<file path="src/sv/hpu_pkg.sv">
`timescale 1ns / 1ps
// Package for the hex-pair UTF-8 validator: transaction structs, error codes,
// decoder state type and UTF-8 range constants. No dependencies.
package hpu_pkg;

  // Input transaction: one token character
  typedef struct packed {
    logic [7:0] char_in;
    logic       last_char;
  } hpu_in_t;

  // Output transaction: one result per character
  typedef struct packed {
    logic [7:0] byte_out;
    logic       byte_valid;
    logic       done_res;
    logic       accepted;
    logic [3:0] error_code;
  } hpu_out_t;

  // Sticky fault codes
  typedef enum logic [3:0] {
    ERR_NONE      = 4'd0,
    ERR_BAD_HEX   = 4'd1,
    ERR_ODD_LEN   = 4'd2,
    ERR_BAD_LEAD  = 4'd3,
    ERR_BAD_CONT  = 4'd4,
    ERR_TRUNC     = 4'd5,
    ERR_OVERLONG  = 4'd6,
    ERR_SURROGATE = 4'd7,
    ERR_RANGE     = 4'd8
  } hpu_err_e;

  // Per-token decoder state
  typedef struct packed {
    logic        at_start;
    logic        nib_pend;
    logic [3:0]  high_nib;
    logic [1:0]  bytes_rem;
    logic [2:0]  seq_len;
    logic [20:0] code_acc;
    hpu_err_e    first_err;
  } hpu_state_t;

  localparam hpu_state_t StateReset = '{
    at_start:  1'b1,
    nib_pend:  1'b0,
    high_nib:  4'd0,
    bytes_rem: 2'd0,
    seq_len:   3'd0,
    code_acc:  21'd0,
    first_err: ERR_NONE
  };

  // Characters
  localparam logic [7:0] CharDash  = 8'h2d;
  localparam logic [7:0] CharZero  = 8'h30;
  localparam logic [7:0] CharNine  = 8'h39;
  localparam logic [7:0] CharLowA  = 8'h61;
  localparam logic [7:0] CharLowF  = 8'h66;

  // Lead byte ranges
  localparam logic [7:0] Lead2Lo = 8'hc2;
  localparam logic [7:0] Lead2Hi = 8'hdf;
  localparam logic [7:0] Lead3Lo = 8'he0;
  localparam logic [7:0] Lead3Hi = 8'hef;
  localparam logic [7:0] Lead4Lo = 8'hf0;
  localparam logic [7:0] Lead4Hi = 8'hf4;

  // Sequence lengths
  localparam logic [2:0] SeqLen2 = 3'd2;
  localparam logic [2:0] SeqLen3 = 3'd3;
  localparam logic [2:0] SeqLen4 = 3'd4;

  // Code point limits
  localparam logic [20:0] Min3Byte  = 21'h000800;
  localparam logic [20:0] Min4Byte  = 21'h010000;
  localparam logic [20:0] SurrLo    = 21'h00d800;
  localparam logic [20:0] SurrHi    = 21'h00dfff;
  localparam logic [20:0] MaxCode   = 21'h10ffff;

endpackage

</file>
<file path="src/sv/hex_pair_utf8_validator_unit.sv">
`timescale 1ns / 1ps
// Top level of the hex-pair UTF-8 validator: input register, decoder state,
// result register. Depends on hpu_pkg and hpu_step.

// One character enters per transaction and yields one result transaction.
// Throughput is one character per clock while the result side does not stall.
// An accepted character waits in the input register until the result
// register is free to take it. The decode and UTF-8
// check are done between the two registers in hpu_step. The decoder
// state updates as each character moves into the result register, so
// consecutive characters flow back to back. Valid bytes are reported as each hex
// pair completes; the verdict (accepted, error_code) rides on the result of
// the character marked last, after which the unit is ready for a new token.
module hex_pair_utf8_validator_unit import hpu_pkg::*; (
  input  logic     clk_i,
  input  logic     rst_ni,
  input  logic     in_valid_i,
  output logic     in_ready_o,
  input  hpu_in_t  in_data_i,
  output logic     out_valid_o,
  input  logic     out_ready_i,
  output hpu_out_t out_data_o
);

  logic       in_vld_q;
  hpu_in_t    in_q;
  logic       out_vld_q;
  hpu_out_t   out_q;
  hpu_state_t st_q, st_d;
  hpu_out_t   res_d;
  logic       advance;

  // Pipeline flow: the result register takes a new entry when empty or drained
  assign advance    = !out_vld_q || out_ready_i;
  assign in_ready_o = !in_vld_q || advance;

  hpu_step u_step (
    .st_i  (st_q),
    .in_i  (in_q),
    .st_o  (st_d),
    .res_o (res_d)
  );

  // Input register
  always_ff @(posedge clk_i or negedge rst_ni) begin
    if (!rst_ni) begin
      in_vld_q <= 1'b0;
    end else if (in_ready_o) begin
      in_vld_q <= in_valid_i;
    end
  end

  always_ff @(posedge clk_i) begin
    if (in_ready_o && in_valid_i) begin
      in_q <= in_data_i;
    end
  end

  // Decoder state and result valid
  always_ff @(posedge clk_i or negedge rst_ni) begin
    if (!rst_ni) begin
      st_q      <= StateReset;
      out_vld_q <= 1'b0;
    end else if (advance) begin
      out_vld_q <= in_vld_q;
      if (in_vld_q) begin
        st_q <= st_d;
      end
    end
  end

  // Result payload
  always_ff @(posedge clk_i) begin
    if (advance && in_vld_q) begin
      out_q <= res_d;
    end
  end

  assign out_valid_o = out_vld_q;
  assign out_data_o  = out_q;

endmodule

</file>
<file path="src/sv/hpu_step.sv">
`timescale 1ns / 1ps
// Combinational next-state and result logic for one token character.
// Depends on hpu_pkg.
module hpu_step import hpu_pkg::*; (
  input  hpu_state_t st_i,
  input  hpu_in_t    in_i,
  output hpu_state_t st_o,
  output hpu_out_t   res_o
);

  logic       first;
  logic       hex_ok;
  logic [3:0] digit;
  logic [7:0] byte_val;
  hpu_err_e   err;
  logic [1:0] rem_dec;
  logic [20:0] acc_shift;

  // Hex digit decode; anything else maps to zero and flags a fault
  always_comb begin
    hex_ok = 1'b1;
    digit  = 4'd0;
    if (in_i.char_in >= CharZero && in_i.char_in <= CharNine) begin
      digit = 4'(in_i.char_in - CharZero);
    end else if (in_i.char_in >= CharLowA && in_i.char_in <= CharLowF) begin
      digit = 4'(in_i.char_in - CharLowA + 8'd10);
    end else begin
      hex_ok = 1'b0;
    end
  end

  assign first     = st_i.at_start;
  assign byte_val  = {st_i.high_nib, digit};
  assign rem_dec   = st_i.bytes_rem - 2'd1;
  assign acc_shift = {st_i.code_acc[14:0], byte_val[5:0]};

  // Pair assembly, UTF-8 check and end-of-token verdict
  always_comb begin
    st_o          = st_i;
    st_o.at_start = 1'b0;
    res_o         = '0;
    err           = st_i.first_err;
    if (first && in_i.char_in == CharDash && in_i.last_char) begin
      // lone dash is empty text
      res_o.done_res = 1'b1;
      res_o.accepted = 1'b1;
      st_o           = StateReset;
    end else begin
      if (!hex_ok && err == ERR_NONE) begin
        err = ERR_BAD_HEX;
      end
      if (!st_i.nib_pend) begin
        st_o.high_nib = digit;
        st_o.nib_pend = 1'b1;
      end else begin
        st_o.nib_pend = 1'b0;
        if (err == ERR_NONE) begin
          if (st_i.bytes_rem == 2'd0) begin
            // lead byte
            if (!byte_val[7]) begin
              err = ERR_NONE;
            end else if (byte_val >= Lead2Lo && byte_val <= Lead2Hi) begin
              st_o.seq_len   = SeqLen2;
              st_o.bytes_rem = 2'd1;
              st_o.code_acc  = {16'd0, byte_val[4:0]};
            end else if (byte_val >= Lead3Lo && byte_val <= Lead3Hi) begin
              st_o.seq_len   = SeqLen3;
              st_o.bytes_rem = 2'd2;
              st_o.code_acc  = {17'd0, byte_val[3:0]};
            end else if (byte_val >= Lead4Lo && byte_val <= Lead4Hi) begin
              st_o.seq_len   = SeqLen4;
              st_o.bytes_rem = 2'd3;
              st_o.code_acc  = {18'd0, byte_val[2:0]};
            end else begin
              err = ERR_BAD_LEAD;
            end
          end else if (byte_val[7:6] != 2'b10) begin
            err = ERR_BAD_CONT;
          end else begin
            // continuation byte; range checks once the sequence completes
            st_o.code_acc  = acc_shift;
            st_o.bytes_rem = rem_dec;
            if (rem_dec == 2'd0) begin
              if ((st_i.seq_len == SeqLen3 && acc_shift < Min3Byte) ||
                  (st_i.seq_len == SeqLen4 && acc_shift < Min4Byte)) begin
                err = ERR_OVERLONG;
              end else if (acc_shift >= SurrLo && acc_shift <= SurrHi) begin
                err = ERR_SURROGATE;
              end else if (acc_shift > MaxCode) begin
                err = ERR_RANGE;
              end
            end
          end
          if (err == ERR_NONE) begin
            res_o.byte_out   = byte_val;
            res_o.byte_valid = 1'b1;
          end
        end
      end
      st_o.first_err = err;

      // verdict on the last character
      if (in_i.last_char) begin
        if (err == ERR_NONE && st_o.nib_pend) begin
          err = ERR_ODD_LEN;
        end
        if (err == ERR_NONE && st_o.bytes_rem != 2'd0) begin
          err = ERR_TRUNC;
        end
        res_o.done_res   = 1'b1;
        res_o.accepted   = (err == ERR_NONE);
        res_o.error_code = err;
        st_o             = StateReset;
      end
    end
  end

endmodule

</file>
<file path="config.mk">
export PLATFORM = sky130hd
export DESIGN_NAME = hex_pair_utf8_validator_unit
export DESIGN_NICKNAME = d
export VERILOG_FILES = /design/src/sv/hpu_pkg.sv /design/src/sv/hex_pair_utf8_validator_unit.sv /design/src/sv/hpu_step.sv
export SDC_FILE = /design/constraint.sdc
export NUM_CORES = 1
export LEC_CHECK = 0
export BUFFER_PORTS_ARGS = -buffer_cell sky130_fd_sc_hd__buf_2
export CAP_MARGIN = 20
export CORE_AREA = 2 2 77 93
export DETAILED_ROUTE_END_ITERATION = 7
export DIE_AREA = 0 0 79 95
export PLACE_DENSITY = 0.73
export SYNTH_ARGS = -nofsm -noshare
export SYNTH_HDL_FRONTEND = slang
export SYNTH_SLANG_ARGS = --single-unit
</file>
<file path="constraint.sdc">
create_clock -name clk_i -period 8.9 [get_ports clk_i]
set_clock_uncertainty 0.1 [all_clocks]
set_input_delay 1.78 -clock clk_i [delete_from_list [all_inputs] [get_ports clk_i]]
set_output_delay 1.78 -clock clk_i [all_outputs]
set_load 0.05 [all_outputs]
</file>
---- After elaboration in Yosys (flattened, before gate mapping) ----
Index checks and enable logic that the tools add are counted.
storage, ports and cells
  bits in latches ......................... 0
  logic and storage cells ................. 136
  memories kept ........................... 0
  memory bits (writable) .................. 0
  bits in read-only memories .............. 0
  bits in registers ....................... 56
  output and inout port bits .............. 17
  input port bits ......................... 13
cells by class
  add/sub/neg operators ................... 4
  multipliers ............................. 0
  reductions and logical operators ........ 42
  bitwise logic cells ..................... 4
  multiplexer cells ....................... 47
  magnitude comparators ................... 15
  equality and inequality tests ........... 8
  shift operators ......................... 0
  div/mod/pow operators ................... 0
operators with widths
  cell                                                               number
  two-way mux 26 bit                                                 7
  two-way mux 4 bit                                                  27
  two-way mux 36 bit                                                 2
  two-way mux 21 bit                                                 2
  >= comparator 8 bit (second input constant)                        3
  less-or-equal comparator 8 bit (second input constant)             3
  zero test 4 bit                                                    6
  >= comparator 21 x 16 -> 1 bit (second input constant)             1
  > comparator 21 bit (second input constant)                        1
  less-or-equal comparator 21 x 16 -> 1 bit (second input constant)  1
  less-than comparator 21 x 12 -> 1 bit (second input constant)      1
  less-than comparator 21 x 17 -> 1 bit (second input constant)      1
  logical AND 1 bit                                                  15
  AND reduction 7 bit                                                2
  nonzero test 3 bit                                                 4
  == test 8 x 6 -> 1 bit (second input constant)                     1
  >= comparator 8 x 6 -> 1 bit (second input constant)               1
  >= comparator 8 x 7 -> 1 bit (second input constant)               1
  less-or-equal comparator 8 x 6 -> 1 bit (second input constant)    1
  less-or-equal comparator 8 x 7 -> 1 bit (second input constant)    1
  subtractor 4 x 1 -> 4 bit (second input constant)                  2
  two-way mux 6 bit                                                  1
  inequality test 6 x 5 -> 1 bit (second input constant)             1
  two-way mux 1 bit                                                  5
  other kinds (21)                                                   30

---- Longest topological paths before layout ----
  depth in word-level cells ............... 32
  gate-level depth with buffers ........... 12
  mapped depth without buffers ............ 9

---- By module ----
From an unflattened synthesis, not the netlist that was laid out.
second synthesis, totals
  cells, all modules ...................... 323
  area total of the unflattened synthesis .. 3812.4 µm²
modules (own cells, without submodules)
  module                        instances  cells each  sequential area each (µm²)  area an instance (µm²)
  hex_pair_utf8_validator_unit  1          108         1672.9                      2275.9
  hpu_step                      1          215         0.0                         1536.5

---- Least setup slack after synthesis ----
Ideal clock, no wire load.
  kind .................................... input port to output port
  from .................................... in out_ready_i
  to ...................................... out in_ready_o
  slack ................................... 4757 ps
  buffers on the path ..................... 0
  stages on the path ...................... 1
  data required time ...................... 7020 ps
  arrival time ............................ 2263 ps
  cells stage by stage .................... nand3b_1
between the ends
  longest elaborated chain between the ends .. 2
ends and longest elaborated chain
  item              line                                source
  from (decl)       hex_pair_utf8_validator_unit.sv:21  input logic out_ready_i,
  logical OR 1 bit  hex_pair_utf8_validator_unit.sv:34  assign advance = !out_vld_q || out_ready_i;
  logical OR 1 bit  hex_pair_utf8_validator_unit.sv:35  assign in_ready_o = !in_vld_q || advance;
  to (decl)         hex_pair_utf8_validator_unit.sv:18  output logic in_ready_o,
No other way between the ends.

---- Final worst setup path ----
Same ends and word-level chain as after synthesis.

==> results.py <==
metrics = {
    "yosys": {
        "synth_top_area_cell": "dfrtp_1",
        "synthCells": 305,
        "synthTopCellsByCount": "dfrtp_1, nand2_1, edfxtp_1, inv_1, nor3_1",
        "ys_top_cells_by_area": "dfrtp_1, edfxtp_1, nand2_1, mux2i_1, nor3_1",
        "synth_nets": 323,
        "ys.flop_type": "dfrtp_1",
        "yosysMostFrequentCell": "dfrtp_1",
        "synth_cell_types": 73,
        "yosysWarnings": 0,
        "synthArstFlopShare": 0.571,
        "netlist_area_um2": 3210,
        "ys_seq_area_frac": 0.474,
        "synth-edff-count": 24,
        "synth.avg_cell_area_um2": 10.5,
        "synth-seq-cells": 56,
        "synth_top_area_share": 0.241,
    },
    "cts": {
        "cts_setup_buffers": 0,
        "htreeDepth": 2,
        "root_buffer": "clkbuf_8",
        "clkLatencyLatePin_ps": 320,
        "cts_resized": 0,
        "max-clock-path-buffers": 2,
        "cts.sinks": 56,
        "cts_tree": "built",
        "cts_hold_buf": 0,
        "cts_made_buffers": 5,
        "clk_pin_slew_ps": 90,
    },
    "floorplan": {
        "core_area_um2": 6690,
        "ios": 30,
        "dieWidth_um": 79,
        "die_h_um": 95,
        "rows": 33,
        "start_util": 0.480,
        "dieArea_um2": 7510,
    },
    "sta": {
        "hold_viol_final": 0,
        "setup_viol": 0,
        "holdWs_ps": 391,
        "fmax_mhz": 240,
        "grt_setup_unrepaired": "false",
        "fin_setup_tns_ps": 0,
        "fin_crit_ps": 4160,
        "worst_slew_pin_slew_ps": 891,
        "max_slew_margin": 0.405,
        "timing.final.max_slew_violations": 0,
        "worst_slack_ps": 4740,
        "final.period_utilization": 0.468,
    },
    "critical_path": {
        "r2r-start": "in_q[1]",
        "cp_max_fo": 3,
        "critPathCaptureType": "primary output",
        "startpoint_type": "input pin",
        "critical_path_required_ps": 7020,
        "cp-startpoint": "out_ready_i",
        "critPathArrivalTime_ps": 2280,
        "critPathKind": "input pin to primary output",
    },
    "run": {
        "cap_violations": 0,
    },
    "drt": {
        "ant_nets": 0,
        "vias_per_cell": 6.07,
        "wirelength_met1_um": 2830,
        "drt_iter0_drc": 198,
        "wl_per_cell_um": 16.6,
        "wl_met3_um": 349,
        "dr.max_layer_used": "met4",
        "drtPass1Iterations": 5,
        "wl_um": 6910,
        "remaining_drc_errors": 0,
        "vias": 2526,
        "met2_length_um": 3460,
    },
    "power_and_ir_drop": {
        "p_leak_nw": 1.32,
        "powerDensity_nw_per_um2": 148,
        "power_mw": 0.514,
        "vdd_drop_max_v": 0.0000967,
    },
    "final_layout": {
        "fin_nets": 346,
        "syn2layout_area_growth_pct": 8.18,
        "drive_above_1_share": 0.179,
        "fin_cells": 416,
        "final_cell_area_um2": 3480,
        "antennaDiodeCount": 0,
        "finish.utilization": 0.520,
    },
    "placement": {
        "place_area_um2": 3390,
        "dpl_worst_slack_ps": 4740,
        "dp_hpwl_um": 4960,
        "place_congestion": 0.954,
        "place_inst": 408,
        "io_buffers": 29,
    },
    "global_routing": {
        "grt_max_degree": 33,
        "grt_pass1_vias": 2509,
        "grt_usage": 0.199,
        "grt_pass1_wl_um": 11700,
        "antenna_found_initial": 0,
        "grt-ovfl-total": 0,
    },
    "status": {
        "status": "completed",
    },
    "hold_path": {
        "worstHoldPathType": "flop to flop",
        "hold_start": "st_q[35]",
    },
}
worst max-delay path: stages:
cell	delay, ps
buf_2	100
nand3b_1	170
buf_2	230
worst paths after layout:
kind | endpoint | slack, ps | cells past startpoint
max | in_ready_o | 4740 | 3
min | st_q[35] | 390 | 2
max reg2reg | st_q[4] | 5270 | 8
min reg2reg | st_q[35] | 390 | 2
max in group asynchronous | st_q[27] | 6800 | 1
min in group asynchronous | st_q[10] | 1420 | 1
cell type report:
cell class / instances / area (µm²)
inverters: 24 / 90.1
clock buffers: 6 / 72.6
fillers: 628 / 3210
multi-input cells: 212 / 1520
repair buffers: 29 / 145
well taps: 87 / 109
clock inverters: 2 / 15.0
flip-flops and latches: 56 / 1520
layout by cell type, fill, tap and decap left out, drive strengths merged, types with 3 or more instances in the layout:
cell type / instances
dfrtp: 31
nand2: 31
buf: 29
inv: 25
edfxtp: 24
nor3: 20
a21oi: 15
nor2: 13
o21ai: 13
mux2i: 11
mux2: 9
o22ai: 6
clkbuf: 6
or3: 5
nor4: 5
nand3: 5
ha: 5
nand2b: 4
nand3b: 4
nor2b: 4
nor3b: 4
and2: 3
a21o: 3
a32oi: 3
nand4: 3
a211oi: 3
o32ai: 3
kinds of logic (layout without fill, tap and decap cells):
kind of cell,count (synthesis),after routing,synth area share
and+or+nand+nor,113,113,0.197
AOI/OAI and AO/OA,74,74,0.191
muxes,20,20,0.0658
buffers and inverters,37,61,0.0526
adders and majority gates,5,5,0.0195
DFF,56,56,0.474
metal layers:
layer  vias up  GRT usage
met3        22     0.0306
met2       101      0.336
li1       1185          -
met4         0      0.111
met1      1218      0.244
met5         -          0
registers in the layout, summed over array words and instances (netlist names):
register	cells
out_data_o	15
in_vld_q	1
st_q	30
in_q	9
out_valid_o	1
report_power, final:
group | internal, mW | leakage (nW) | switching [mW] | total, mW
registers | 0.282 | 0.670 | 0.0136 | 0.296
clock network | 0.0565 | 0.0457 | 0.0840 | 0.140
logic | 0.0223 | 0.608 | 0.0548 | 0.0771
Note: power is estimated with default switching activity, not from simulation.
